### config.mk
export PLATFORM = sky130hd
export DESIGN_NAME = utf8_char_and_word_segmenter
export DESIGN_NICKNAME = d
export VERILOG_FILES = /design/src/hdl/u8seg_pkg.sv /design/src/hdl/utf8_char_and_word_segmenter.sv /design/src/hdl/u8seg_core.sv
export SDC_FILE = /design/constraint.sdc
export NUM_CORES = 1
export LEC_CHECK = 0
export ABC_CLOCK_PERIOD_IN_PS = 6400
export BUFFER_PORTS_ARGS = -buffer_cell sky130_fd_sc_hd__buf_2
export CORE_MARGIN = 3
export CORE_UTILIZATION = 55
export DETAILED_ROUTE_END_ITERATION = 16
export PLACE_DENSITY = 0.77
export SYNTH_ARGS = -nofsm -noshare
export SYNTH_HDL_FRONTEND = slang
export SYNTH_HIERARCHICAL = 1
export SYNTH_SLANG_ARGS = --single-unit
### constraint.sdc
create_clock -name clk_i -period 6.4 [get_ports clk_i]
set_clock_uncertainty 0.05 [all_clocks]
set_input_delay 0.64 -clock clk_i [delete_from_list [all_inputs] [get_ports clk_i]]
set_output_delay 0.64 -clock clk_i [all_outputs]
set_load 0.02 [all_outputs]
### src/hdl/u8seg_pkg.sv
`timescale 1ns / 1ps
// shared types, constants and byte classification for the utf-8 segmenter
// no dependencies

package u8seg_pkg;

  localparam int unsigned MAX_RESULTS = 3;

  // lead byte tags, compared against the top bits of a byte
  localparam logic [7:0] ASCII_LIMIT = 8'h80;
  localparam logic [2:0] LEAD2_TAG   = 3'h6;
  localparam logic [3:0] LEAD3_TAG   = 4'hE;
  localparam logic [4:0] LEAD4_TAG   = 5'h1E;

  localparam logic [2:0] LEN_ONE   = 3'd1;
  localparam logic [2:0] LEN_TWO   = 3'd2;
  localparam logic [2:0] LEN_THREE = 3'd3;
  localparam logic [2:0] LEN_FOUR  = 3'd4;

  // one result transaction
  typedef struct packed {
    logic [31:0] chr_bytes;
    logic [2:0]  chr_len;
    logic        word;
    logic        tok_begin;
    logic        run_last;
    logic        text_last;
  } char_t;

  // bytes in a character from its lead byte, invalid leads count as one
  function automatic logic [2:0] lead_class(input logic [7:0] b);
    logic [2:0] len;
    if (b < ASCII_LIMIT) begin
      len = LEN_ONE;
    end else if (b[7:5] == LEAD2_TAG) begin
      len = LEN_TWO;
    end else if (b[7:4] == LEAD3_TAG) begin
      len = LEN_THREE;
    end else if (b[7:3] == LEAD4_TAG) begin
      len = LEN_FOUR;
    end else begin
      len = LEN_ONE;
    end
    return len;
  endfunction

  function automatic logic is_letter(input logic [7:0] b);
    return ((b >= 8'h61) && (b <= 8'h7A)) || ((b >= 8'h41) && (b <= 8'h5A));
  endfunction

endpackage

### src/hdl/utf8_char_and_word_segmenter.sv
`timescale 1ns / 1ps
// utf-8 character and word segmenter top level: handshakes, config, result queue
// depends on u8seg_pkg and u8seg_core
//
//  channel  | direction | handshake               | payload
//  ---------+-----------+-------------------------+-----------------------------------
//  input    | in        | in_valid_i / in_stall_o | text_byte_i, end_of_text_i
//  output   | out       | out_valid_o/out_stall_i | char_bytes_o, char_length_o,
//           |           |                         | word_char_o, token_begins_o,
//           |           |                         | run_last_o, text_last_o
//  config   | in        | cfg_we_i                | cfg_wdata_i (word_mode)
//
//  one byte per cycle unless stalled; each byte's results appear in the cycle after it
//  a final byte inside an unfinished character yields up to three results, which drain
//  through the result queue one per cycle while out_stall_i is low and input is stalled
//  in_stall_o rises only while more than one result is queued, or one is queued
//  and the output is stalled
//  reset empties the queue, clears held state and sets word_mode to 1

module utf8_char_and_word_segmenter (
  input  logic        clk_i,
  input  logic        rst_ni,
  input  logic        in_valid_i,
  output logic        in_stall_o,
  input  logic [7:0]  text_byte_i,
  input  logic        end_of_text_i,
  output logic        out_valid_o,
  input  logic        out_stall_i,
  output logic [31:0] char_bytes_o,
  output logic [2:0]  char_length_o,
  output logic        word_char_o,
  output logic        token_begins_o,
  output logic        run_last_o,
  output logic        text_last_o,
  input  logic        cfg_we_i,
  input  logic        cfg_wdata_i
);
  import u8seg_pkg::*;

  logic word_mode_q;

  // results of the current byte, formed combinationally from input and held state
  char_t [MAX_RESULTS-1:0] res;
  logic [1:0]              res_cnt;

  // result queue, head at entry 0, shifts on each output transaction
  char_t [MAX_RESULTS-1:0] buf_q, buf_d;
  logic [1:0]              buf_cnt_q, buf_cnt_d;

  logic in_acc, out_acc;

  // accept when the queue is empty, or its last entry leaves at this edge
  assign in_stall_o  = (buf_cnt_q > 2'd1) || ((buf_cnt_q == 2'd1) && out_stall_i);
  assign in_acc      = in_valid_i && !in_stall_o;
  assign out_valid_o = (buf_cnt_q != 2'd0);
  assign out_acc     = out_valid_o && !out_stall_i;

  u8seg_core u_core (
    .clk_i         (clk_i),
    .rst_ni        (rst_ni),
    .accept_i      (in_acc),
    .text_byte_i   (text_byte_i),
    .end_of_text_i (end_of_text_i),
    .word_mode_i   (word_mode_q),
    .res_o         (res),
    .res_cnt_o     (res_cnt)
  );

  always_comb begin
    buf_d     = buf_q;
    buf_cnt_d = buf_cnt_q;
    if (in_acc) begin
      // queue is empty or drains now, so the new results replace it
      buf_d     = res;
      buf_cnt_d = res_cnt;
    end else if (out_acc) begin
      buf_d[0]  = buf_q[1];
      buf_d[1]  = buf_q[2];
      buf_cnt_d = buf_cnt_q - 2'd1;
    end
  end

  always_ff @(posedge clk_i or negedge rst_ni) begin
    if (!rst_ni) begin
      buf_cnt_q   <= 2'd0;
      word_mode_q <= 1'b1;
    end else begin
      buf_cnt_q <= buf_cnt_d;
      if (cfg_we_i) begin
        word_mode_q <= cfg_wdata_i;
      end
    end
  end

  always_ff @(posedge clk_i) begin
    buf_q <= buf_d;
  end

  assign char_bytes_o   = buf_q[0].chr_bytes;
  assign char_length_o  = buf_q[0].chr_len;
  assign word_char_o    = buf_q[0].word;
  assign token_begins_o = buf_q[0].tok_begin;
  assign run_last_o     = buf_q[0].run_last;
  assign text_last_o    = buf_q[0].text_last;

  // a result that is not the byte's last has its followers already queued
  a_run_has_followers: assert property (@(posedge clk_i) disable iff (!rst_ni)
    (out_valid_o && !run_last_o) |-> (buf_cnt_q > 2'd1))
    else $error("non-final result without queued followers");

  a_text_last_ends_run: assert property (@(posedge clk_i) disable iff (!rst_ni)
    (out_valid_o && text_last_o) |-> run_last_o)
    else $error("end of text flagged on a result that is not the last of its byte");

  a_final_byte_shows: assert property (@(posedge clk_i) disable iff (!rst_ni)
    (in_acc && end_of_text_i) |=> out_valid_o)
    else $error("final byte left no result at the output");

endmodule

### src/hdl/u8seg_core.sv
`timescale 1ns / 1ps
// character assembly state and result formation for one accepted byte
// depends on u8seg_pkg

module u8seg_core (
  input  logic                                          clk_i,
  input  logic                                          rst_ni,
  input  logic                                          accept_i,
  input  logic [7:0]                                    text_byte_i,
  input  logic                                          end_of_text_i,
  input  logic                                          word_mode_i,
  output u8seg_pkg::char_t [u8seg_pkg::MAX_RESULTS-1:0] res_o,
  output logic [1:0]                                    res_cnt_o
);
  import u8seg_pkg::*;

  logic [7:0] held_q [3];
  logic [1:0] cnt_q, cnt_d;
  logic [2:0] need_q, need_d;
  logic       prev_q, prev_d;

  logic [2:0] cls_in, cls_e1, cnt_inc;
  logic       start_held, emit_now, pair, flush;
  logic [1:0] hc_post;
  logic [7:0] e0, e1, e2;
  logic [7:0] nb1, nb2, nb3;
  logic [2:0] held_wr;
  logic [2:0] w, pw;

  always_comb begin
    cls_in     = lead_class(text_byte_i);
    cnt_inc    = {1'b0, cnt_q} + 3'd1;
    start_held = (cnt_q == 2'd0) && (cls_in != LEN_ONE);
    // complete character: a single-byte lead, or the last byte of a held one
    emit_now   = (cnt_q == 2'd0) ? (cls_in == LEN_ONE) : (cnt_inc >= need_q);

    // held bytes as they stand after this byte
    e0 = (cnt_q == 2'd0) ? text_byte_i : held_q[0];
    e1 = (cnt_q == 2'd1) ? text_byte_i : held_q[1];
    e2 = (cnt_q == 2'd2) ? text_byte_i : held_q[2];
    if (emit_now) begin
      hc_post = 2'd0;
    end else if (cnt_q == 2'd0) begin
      hc_post = 2'd1;
    end else begin
      hc_post = cnt_inc[1:0];
    end

    flush  = end_of_text_i && (hc_post != 2'd0);
    cls_e1 = lead_class(e1);
    pair   = (hc_post == 2'd3) && (cls_e1 == LEN_TWO);

    // bytes of a completed multibyte character
    nb1 = (cnt_q > 2'd1) ? held_q[1] : text_byte_i;
    nb2 = (need_q > LEN_TWO) ? ((cnt_q > 2'd2) ? held_q[2] : text_byte_i) : 8'h00;
    nb3 = (need_q > LEN_THREE) ? text_byte_i : 8'h00;

    res_o = '0;
    if (emit_now && (cnt_q == 2'd0)) begin
      res_o[0].chr_bytes = {24'h0, text_byte_i};
      res_o[0].chr_len   = LEN_ONE;
    end else if (emit_now) begin
      res_o[0].chr_bytes = {nb3, nb2, nb1, held_q[0]};
      res_o[0].chr_len   = need_q;
    end else begin
      res_o[0].chr_bytes = {24'h0, e0};
      res_o[0].chr_len   = LEN_ONE;
    end
    if (pair) begin
      res_o[1].chr_bytes = {16'h0, e2, e1};
      res_o[1].chr_len   = LEN_TWO;
    end else begin
      res_o[1].chr_bytes = {24'h0, e1};
      res_o[1].chr_len   = LEN_ONE;
    end
    res_o[2].chr_bytes = {24'h0, e2};
    res_o[2].chr_len   = LEN_ONE;

    if (emit_now) begin
      res_cnt_o = 2'd1;
    end else if (flush) begin
      if (hc_post == 2'd3) begin
        res_cnt_o = pair ? 2'd2 : 2'd3;
      end else begin
        res_cnt_o = hc_post;
      end
    end else begin
      res_cnt_o = 2'd0;
    end

    // word flags chain from one result to the next
    for (int k = 0; k < MAX_RESULTS; k++) begin
      w[k] = (res_o[k].chr_len > LEN_ONE) || is_letter(res_o[k].chr_bytes[7:0]);
    end
    pw = {w[1], w[0], prev_q};
    for (int k = 0; k < MAX_RESULTS; k++) begin
      res_o[k].word      = w[k];
      res_o[k].tok_begin = !(word_mode_i && w[k] && pw[k]);
      res_o[k].run_last  = (res_cnt_o == 2'(k + 1));
      res_o[k].text_last = (res_cnt_o == 2'(k + 1)) && end_of_text_i;
    end

    held_wr    = '0;
    held_wr[0] = start_held;
    held_wr[1] = (cnt_q == 2'd1) && !emit_now;
    held_wr[2] = (cnt_q == 2'd2) && !emit_now;

    if (end_of_text_i) begin
      cnt_d  = 2'd0;
      need_d = 3'd0;
      prev_d = 1'b0;
    end else begin
      cnt_d  = hc_post;
      need_d = emit_now ? 3'd0 : (start_held ? cls_in : need_q);
      prev_d = emit_now ? w[0] : prev_q;
    end
  end

  always_ff @(posedge clk_i or negedge rst_ni) begin
    if (!rst_ni) begin
      cnt_q  <= 2'd0;
      need_q <= 3'd0;
      prev_q <= 1'b0;
    end else if (accept_i) begin
      cnt_q  <= cnt_d;
      need_q <= need_d;
      prev_q <= prev_d;
    end
  end

  always_ff @(posedge clk_i) begin
    for (int k = 0; k < 3; k++) begin
      if (accept_i && held_wr[k]) begin
        held_q[k] <= text_byte_i;
      end
    end
  end

  a_held_below_need: assert property (@(posedge clk_i) disable iff (!rst_ni)
    (cnt_q != 2'd0) |-> (need_q > {1'b0, cnt_q}))
    else $error("held byte count not below needed length");

  a_idle_no_need: assert property (@(posedge clk_i) disable iff (!rst_ni)
    (cnt_q == 2'd0) |-> (need_q == 3'd0))
    else $error("needed length set with nothing held");

  a_end_gives_result: assert property (@(posedge clk_i) disable iff (!rst_ni)
    (accept_i && end_of_text_i) |-> (res_cnt_o != 2'd0))
    else $error("final byte produced no character");

endmodule

==> results.txt, run 1 <==
Number of routed nets with antenna violations: 0
Die height: 125 µm
TritonCTS Sinks: 150
# DRC: 0
Synth warn: 6
Post-Synth Adder-Cell Area: 1.45%
Simple-gate share of the synthesized area: 6.06%
Post-route total power: 3.59 mW
Post-Syn Area: 7740 µm²
Slew @ Worst Pin: 0.997 ns
EDFF count, synth: 141
Setup Buffers After CTS: 0
Hold-fix buffers, CTS: 0
H-tree depth: 4
First-pass GRT wire length: 20900 µm
PostCTS Resize Cnt: 0
Combinational share of power: 28.4%
Fin. Hold Viols: 0
Int Power: 2.57 mW
Pleak: 3.43 nW
Starting density of the core: 57.3%
Starting DRT DRC Count: 310
Core area: 13500 µm²
Slew Limit Fails: 0
Clock transition at path regs: 0.06 ns
Most used flip-flop cell after synthesis: edfxtp_1
Synth Register Bits: 150
Seq pwr share: 43.0%
PD cells: 435 nW/µm²
Period utilisation layout: 55.5%
# diodes: 0
Area grow syn2layout: 6.69%
Tmin final: 3.55 ns
Gr ovfl total: 0
Layout cells sized above 1: 34.9%
Fmax achieved: 282 MHz
Sw Pwr: 1.03 mW
Worst Path Max Fanout: 39
Total Wirelength: 13000 µm
Req. time, crit path: 6.43 ns
CTS tree: yes
DR vias/cell: 5.28
Unrepaired setup endpoints after global routing: no
Post-Synth XOR/XNOR Area: 0.113%
Buffers on Ports: 55
Largest net degree at the start of global routing: 79
Largest family of logic cells by synthesized area: multiplexers
Mapped Cells: 530
Max Root-Sink Buffers: 2
First-pass DRT Iterations: 5
Non-Filler Instances: 734
Status: complete, no violations
GRT Total Usage: 17.4%
Initial antenna violation count: 1
Clock share of power: 28.6%
Max VDD drop: 0.316 mV
Io pins: 56
Post-synthesis mux area share: 20.4%
WS Path Type: reg2reg
CTS Root Buffer Type: clkbuf_16
CP startpoint kind: flip-flop
Sw Ratio: 28.6%
Rows: 42
Die ar.: 15500 µm²
Footprint of the multi-input gates: 2600 µm²
Fill cell count: 974
Final setup vio count: 0
Total number of vias: 3879
Post-Place Cells: 702
Post-synthesis compound-gate area fraction: 3.33%
Synth unique cells: 47
Hpwl dp: 8450 µm
Hold WS: 0.0246 ns
Clk Latency, worst-skew pair: 0.42 ns
Setup crit end kind: flip-flop
NumNets Final: 569
Die width: 125 µm
Worst slew margin: 33.4%
Register area: 4460 µm²
MaxCap Viol Count: 0
WL per Instance: 17.7 µm
Syn_area_per_cell: 14.6 µm²
Async SR Flop Fraction: 6.00%
Final estimated routing congestion in global placement: 0.849
Number of global-route vias before repair: 3987
Hold crit path type: in2async
Sequential-to-total area share from yosys stat: 57.6%
Critical Path AT: 3.58 ns
Final setup TNS: 0 ns
CTS buffer count: 17
[layout make-up]
| cell class | count | share of cell area (%) |
|---|---|---|
| clock inverter | 13 | 2.18 |
| sequential | 150 | 54.0 |
| inverter | 18 | 0.818 |
| multi-input combinational | 300 | 31.5 |
| tap | 176 | 2.67 |
| clock buffer | 19 | 5.24 |
| timing repair buffer | 58 | 3.60 |
[worst max-delay path: stages, from the launching register on]
cell and delay (ns):
dfrtp_1 0.39, inv_1 0.10, ha_1 0.18, mux2i_2 0.30
nand2_4 0.41, inv_1 0.82, buf_4 0.45, and3_1 0.46
[cell usage in the layout, fill, tap and decap left out, drive strengths merged, types with 5 or more instances in the layout]
cell    Yosys  final
inv        18     19
edfxtp    141    141
nand3       5      5
conb        2     44
buf        97     58
nor3        5      5
and3       10     10
clkbuf      7     19
clkinv      0      5
ha          9      9
nor2b       6      6
nor2       25     25
mux2i      16     16
dfrtp       8      8
a21oi      14     14
mux2       99     99
nand2      24     24
[cell usage after synthesis, types with 2 or more instances]
cell type    n  area (µm²)
a21oi_1     14        70.1
conb_1       2        7.51
mux2i_1     15         150
nand2b_1     4        25.0
edfxtp_1   141        4230
nor2_1      25        93.8
buf_4       81         608
or3_1        2        12.5
and2_1       4        25.0
dfrtp_1      8         200
nand3b_1     3        22.5
nand2_1     23        86.3
a21o_1       3        22.5
mux2_2      19         214
o21ai_0      4        20.0
buf_6       11         124
nor3_1       5        25.0
buf_2        4        20.0
a31oi_1      2        12.5
ha_1         9         113
nand3_1      5        25.0
a22oi_1      3        22.5
nor2b_1      6        37.5
clkbuf_1     7        26.3
and2b_1      2        15.0
and3_1      10        62.6
mux2_4      80        1200
a211o_1      2        17.5
inv_1       18        67.6
[final timing paths]
kind | start | to | slack, ns | cells after the start
setup / recovery | buf_cnt_q[1] | u_core/held_q[0][18] | 2.85 | 7
hold / removal | rst_ni | u_core/need_q[2] | 0.02 | 1
setup reg to reg | buf_cnt_q[1] | u_core/held_q[0][18] | 2.85 | 7
hold reg to reg | u_core/prev_q | u_core/prev_q | 0.46 | 1
max in group asynchronous | rst_ni | word_mode_q | 6.02 | 1
min in group clk_i | cfg_wdata_i | word_mode_q | 0.41 | 2
[metrics by stage]
step	cell area (µm²)	worst slack (ns)	util [%]
after floorplan	7900	1.73	-
after global placement	7650	2.95	56.6
after detailed placement	7650	2.80	56.6
after CTS	8260	2.84	61.2
after global routing	8260	2.62	61.2
final	8260	2.85	61.2
[logic make-up (layout without fill, tap and decap cells)]
logic type,count (synthesis),after routing
and+or+nand+nor,93,93
DFF,150,150
adders and majority gates,9,9
AOI/OAI and AO/OA,38,38
other,2,44
muxes,115,115
xor gates and xnor gates,1,1
buffers and inverters,122,108
[power by group through the flow]
stage	logic, mW	clock network (mW)	registers, mW
2_1_floorplan	0.950	0	1.57
3_3_place_gp	1.00	0	1.55
3_5_place_dp	1.03	0	1.57
4_1_cts	1.03	1.05	1.55
5_1_grt	1.10	1.09	1.58
6_report	1.02	1.03	1.55
[per-layer routing]
| metal | wire length, µm | share of wire [%] | global-route usage (%) | vias up |
|---|---|---|---|---|
| met4 | 250 | 1.9 | 6.00 | 2 |
| met1 | 5350 | 41 | 22.1 | 1904 |
| li1 | - | - | - | 1816 |
| met2 | 6550 | 51 | 27.8 | 127 |
| met5 | 13 | 0.10 | 0 | - |
| met3 | 806 | 6.2 | 6.09 | 30 |
[flip-flops by register name, summed over array words and instances, names as in the netlist, 2 cells and up]
signal,flops
u_core/cnt_q,2
u_core/need_q,3
char_bytes_o,32
buf_cnt_q,2
char_length_o,3
buf_q,78
u_core/held_q,24
Power figures use the tool's default switching activity.
==> run 2, diff against run 1 <==
--- a/config.mk
+++ b/config.mk
@@ -5,12 +5,13 @@
 export SDC_FILE = /design/constraint.sdc
 export NUM_CORES = 1
 export LEC_CHECK = 0
-export ABC_CLOCK_PERIOD_IN_PS = 6400
+export ABC_AREA = 1
+export ABC_CLOCK_PERIOD_IN_PS = 3380
 export BUFFER_PORTS_ARGS = -buffer_cell sky130_fd_sc_hd__buf_2
 export CORE_MARGIN = 3
 export CORE_UTILIZATION = 55
 export DETAILED_ROUTE_END_ITERATION = 16
-export PLACE_DENSITY = 0.77
+export PLACE_DENSITY = 0.74
 export SYNTH_ARGS = -nofsm -noshare
 export SYNTH_HDL_FRONTEND = slang
 export SYNTH_HIERARCHICAL = 1
==> constraint.sdc (replaced) <==
create_clock -name clk_i -period 3.38 [get_ports clk_i]
set_clock_uncertainty 0.05 [all_clocks]
set_input_delay 0.338 -clock clk_i [delete_from_list [all_inputs] [get_ports clk_i]]
set_output_delay 0.338 -clock clk_i [all_outputs]
set_load 0.02 [all_outputs]
==> results.txt, run 2 <==
Status: complete, no violations
Total number of vias: 4975
Async SR Flop Fraction: 6.00%
DR vias/cell: 4.98
CP startpoint kind: flip-flop
Sw Pwr: 2.41 mW
Max VDD drop: 0.404 mV
Number of routed nets with antenna violations: 0
Slew Limit Fails: 0
# DRC: 0
Io pins: 56
Fill cell count: 1128
Initial antenna violation count: 0
Core area: 13300 µm²
Most frequent cell after synthesis: nand2_1
Final estimated routing congestion in global placement: 0.905
Fin. Hold Viols: 0
Post-Syn Area: 7540 µm²
Mapped Cells: 790
MaxCap Viol Count: 0
Crit path cell chain: ha_1 -> ha_1 -> a21oi_1 -> nand4_1 -> nand2_4 -> inv_1 -> nor3_1 -> buf_4
Final setup TNS: 0 ns
Layout cells sized above 1: 13.5%
Hold-fix buffers, CTS: 1
Final worst slack: 0.638 ns
CTS tree: yes
Hpwl dp: 9580 µm
Setup crit end kind: flip-flop
Die height: 123 µm
Fmax achieved: 365 MHz
# diodes: 0
Clk Latency, worst-skew pair: 0.42 ns
WL per Instance: 14.2 µm
WS Path Type: reg2reg
Tmin final: 2.74 ns
Seq pwr share: 44.3%
Hold WS: 0.132 ns
First-pass GRT wire length: 23300 µm
Req. time, crit path: 3.46 ns
Non-Filler Instances: 1000
Final setup vio count: 0
Pre-CTS setup slack: 0.704 ns
Clock share of power: 25.1%
Period utilisation layout: 81.1%
Sequential-to-total area share from yosys stat: 59.2%
First-pass DRT Iterations: 6
Rows: 42
NumNets Final: 835
Number of global-route vias before repair: 4725
Setup Buffers After CTS: 0
Commonest cells post-synth: nand2_1 (330), edfxtp_1 (141), buf_4 (88), inv_1 (60), nor2_1 (50)
Largest net degree at the start of global routing: 124
Buffers on Ports: 55
Area fraction of the dominant cell type after synthesis: 56.2%
Critical Path AT: 2.82 ns
Synth Register Bits: 150
Core Util, Final: 60.5%
Dpl cell area: 7520 µm²
CTS buffer count: 17
Biggest register: buf_q
Synth unique cells: 34
Most common cell after layout, fill and taps aside: nand2_1
Pleak: 3.64 nW
H-tree depth: 4
EDFF count, synth: 141
Gr ovfl total: 0
CTS Root Buffer Type: clkbuf_16
Max Root-Sink Buffers: 2
Worst slew margin: 53.2%
Highest-count cells in the layout ignoring fill and taps: nand2_1 (329), edfxtp_1 (141), inv_1 (60)
Starting DRT DRC Count: 469
Slowest Stage Delay on Critical Path: 0.57 ns
Synth warn: 6
GRT Total Usage: 20.3%
Slew @ Worst Pin: 0.699 ns
Unrepaired setup endpoints after global routing: no
Int Power: 4.54 mW
Worst path slowest cell: ha_1
Die width: 123 µm
Post-Place Cells: 967
Starting density of the core: 56.5%
Max FFs per register: 78
Most frequent CP cell: ha_1
Combinational share of power: 30.7%
Hold crit path type: in2reg
Synth top area cells: edfxtp_1 (56%), nand2_1 (16%), buf_4 (8.8%)
Area grow syn2layout: 7.09%
Final Instance Area: 8070 µm²
Sw Ratio: 34.7%
Post-route total power: 6.95 mW
Worst Path Max Fanout: 17
Total Wirelength: 14200 µm
Die ar.: 15100 µm²
Clock transition at path regs: 0.06 ns
PD cells: 861 nW/µm²
PostCTS Resize Cnt: 0
Most used flip-flop cell after synthesis: edfxtp_1
Syn_area_per_cell: 9.54 µm²
Post-synth top area cell: edfxtp_1
TritonCTS Sinks: 150
run 2: changes by cell type after synthesis, sizes merged, moves of 8 or more:
cell | before | now
o21ai | 4 | 19
o211ai | 0 | 8
nand3 | 5 | 18
and3 | 10 | 0
nor2 | 25 | 52
nand2 | 24 | 338
mux2i | 16 | 0
mux2 | 99 | 1
inv | 18 | 62
a21oi | 14 | 5
run 2: area by class of cell:
class	count	area [µm²]	area share (%)
sequential	150	4460	55.2
multi-input combinational	516	2250	27.8
clock buffer	21	460	5.70
timing repair buffer	63	363	4.49
inverter	63	238	2.94
tap	176	220	2.73
clock inverter	11	83.8	1.04
run 2: per-layer routing:
layer	global-route usage (%)	share of wire, %	vias up
li1	-	-	2464
met1	26.2	41	2286
met2	33.1	51	199
met3	5.72	7.0	26
met4	6.92	1.5	0
met5	0	0	-
run 2: critical path, delay by kind of cell, from the launching register on:
family / cells / cell delay, ns
fa+ha+maj: 2 / 0.95
flops: 1 / 0.44
buf+inv: 2 / 0.27
simple gates: 3 / 0.53
compound gates: 1 / 0.22
run 2: logic make-up (layout without fill, tap and decap cells):
kind of cell / after synthesis / in the layout / share of synthesized area, %
AO/OA/AOI/OAI: 43 / 43 / 3.68
adder cells (fa/ha/maj): 9 / 9 / 1.49
buffers and inverters: 166 / 158 / 13.2
flip-flops: 150 / 150 / 59.2
multiplexers: 1 / 1 / 0.149
other: 2 / 44 / 0.0996
AND/OR/NAND/NOR: 419 / 419 / 22.2
run 2: power groups by stage:
stage | Combinational, mW | Sequential, mW | Clock (mW)
finish | 2.13 | 3.08 | 1.74
global route | 2.40 | 3.14 | 1.85
CTS | 2.14 | 3.09 | 1.76
detailed placement | 2.14 | 3.12 | 0
global placement | 2.07 | 3.10 | 0
floorplan | 1.85 | 3.13 | 0
run 2: worst paths after layout:
path                                  from                   end  slack [ns]  cells after the start
setup reg to reg           u_core/cnt_q[0]  u_core/held_q[0][21]        0.64                      8
max in group asynchronous           rst_ni           word_mode_q        2.74                      2
min in group asynchronous           rst_ni      u_core/need_q[1]        0.27                      2
hold / removal                 cfg_wdata_i           word_mode_q        0.13                      2
setup / recovery           u_core/cnt_q[0]  u_core/held_q[0][21]        0.64                      8
hold reg to reg                 buf_q[111]             buf_q[72]        0.46                      2
==> run 3, diff against run 2 <==
--- a/config.mk
+++ b/config.mk
@@ -6,7 +6,7 @@
 export NUM_CORES = 1
 export LEC_CHECK = 0
 export ABC_AREA = 1
-export ABC_CLOCK_PERIOD_IN_PS = 3380
+export ABC_CLOCK_PERIOD_IN_PS = 2700
 export BUFFER_PORTS_ARGS = -buffer_cell sky130_fd_sc_hd__buf_2
 export CORE_MARGIN = 3
 export CORE_UTILIZATION = 55
==> constraint.sdc (replaced) <==
create_clock -name clk_i -period 2.7 [get_ports clk_i]
set_clock_uncertainty 0.05 [all_clocks]
set_input_delay 0.27 -clock clk_i [delete_from_list [all_inputs] [get_ports clk_i]]
set_output_delay 0.27 -clock clk_i [all_outputs]
set_load 0.02 [all_outputs]
==> results.txt, run 3 (synthesis results as in run 2) <==
Final worst slack: 0.221 ns
Critical Path AT: 2.61 ns
Pre-CTS setup slack: 0.232 ns
Fmax achieved: 403 MHz
Setup crit end kind: flip-flop
DR vias/cell: 4.94
Max Used Layer: met4
Post-Route M1 WL: 6160 µm
Clock transition at path regs: 0.06 ns
Initial antenna violation count: 0
Max FFs per register: 78
# DRC: 0
Max VDD drop: 0.478 mV
Tmin final: 2.48 ns
Gr ovfl total: 0
Hold WS: 0.0278 ns
CTS buffer count: 17
GRT Total Usage: 20.5%
Highest-count cells in the layout ignoring fill and taps: nand2_1 (329), edfxtp_1 (141), inv_1 (60)
Starting DRT DRC Count: 509
Biggest register: buf_q
Die width: 123 µm
Fin. Hold Viols: 0
Unrepaired setup endpoints after global routing: no
Met3 WL post-DR: 956 µm
Rows: 42
Pleak: 3.67 nW
Number of routed nets with antenna violations: 0
Setup Buffers After CTS: 0
Die ar.: 15100 µm²
Slowest Stage Delay on Critical Path: 0.41 ns
Status: complete, no violations
CTS tree: yes
TritonCTS Sinks: 150
WS Path Type: reg2reg
Max Root-Sink Buffers: 2
Area grow syn2layout: 8.05%
Met2 WL post-DR: 6660 µm
Req. time, crit path: 2.83 ns
Io pins: 56
Hpwl dp: 9500 µm
Core area: 13300 µm²
Dpl cell area: 7570 µm²
Final Instance Area: 8150 µm²
Total number of vias: 4969
Die height: 123 µm
Largest net degree at the start of global routing: 79
Worst path slowest cell: dfrtp_2
Total Wirelength: 14200 µm
Period utilisation layout: 91.8%
PD cells: 1080 nW/µm²
Crit path cell chain: inv_1 -> ha_1 -> ha_1 -> nand3_1 -> nand4_1 -> nand2_4 -> nand3_4 -> nand2_2 -> nand3_1 -> nand2_1 -> nand2_1
Register area: 4460 µm²
Final setup TNS: 0 ns
Final setup vio count: 0
Worst slew margin: 46.7%
Number of global-route vias before repair: 4685
MaxCap Viol Count: 0
Fill cell count: 1112
CP startpoint kind: flip-flop
Slew @ Worst Pin: 0.800 ns
Hold crit path type: in2reg
Layout cells sized above 1: 14.0%
First-pass DRT Iterations: 6
Worst Path Max Fanout: 10
CTS Root Buffer Type: clkbuf_16
Final estimated routing congestion in global placement: 0.879
Most common cell after layout, fill and taps aside: nand2_1
WL per Instance: 14.1 µm
# diodes: 0
Clk Latency, worst-skew pair: 0.43 ns
Slew Limit Fails: 0
Buffers on Ports: 55
Footprint of the multi-input gates: 2250 µm²
H-tree depth: 4
Starting density of the core: 56.5%
NumNets Final: 840
First-pass GRT wire length: 23300 µm
run 3: report_power, final:
group | switching, mW | leakage [nW] | total [mW] | internal (mW)
logic | 1.92 | 1.91 | 2.70 | 0.780
clock network | 0.913 | 0.272 | 2.27 | 1.35
registers | 0.218 | 1.49 | 3.85 | 3.64
run 3: critical path, delay by kind of cell, from the launching register on:
family	cells	cell delay [ns]
adders and majority gates	2	0.69
buffers and inverters	1	0.09
and+or+nand+nor	8	0.98
DFF	1	0.41
run 3: final timing paths:
check | slack [ns] | end | cells past startpoint | startpoint
setup reg to reg | 0.22 | buf_q[41] | 11 | u_core/cnt_q[0]
max in group asynchronous | 2.12 | word_mode_q | 2 | rst_ni
hold / removal | 0.03 | word_mode_q | 2 | cfg_wdata_i
hold reg to reg | 0.46 | u_core/prev_q | 2 | u_core/prev_q
setup / recovery | 0.22 | buf_q[41] | 11 | u_core/cnt_q[0]
min in group asynchronous | 0.20 | u_core/cnt_q[1] | 2 | rst_ni
run 3: cell type report:
| cell class | instances | area share [%] |
|---|---|---|
| inverter | 63 | 2.92 |
| timing repair buffer | 68 | 5.07 |
| clock inverter | 13 | 1.63 |
| tap | 176 | 2.70 |
| clock buffer | 19 | 5.31 |
| multi-input combinational | 516 | 27.6 |
| sequential | 150 | 54.8 |
run 3: repair_timing:
item                                    4_1_cts  5_1_grt
hold buffers                                  1        0
endpoints found under the hold margin         9        0
gates resized for setup                       0        1
endpoints found under the setup margin        0        1
run 3: per-layer routing:
metal | GRT usage, % | vias to the layer above
met5 | 0 | -
met4 | 8.30 | 0
met3 | 6.50 | 36
met2 | 31.6 | 155
met1 | 27.0 | 2299
li1 | - | 2479
run 3: through the flow:
stage | utilization (%) | power (mW) | instances
floorplan | - | 6.22 | 832
finish | 61.0 | 8.82 | 1005
global route | 61.0 | 9.40 | 1005
global placement | 56.7 | 6.52 | 972
detailed placement | 56.7 | 6.61 | 972
CTS | 61.0 | 8.90 | 1005
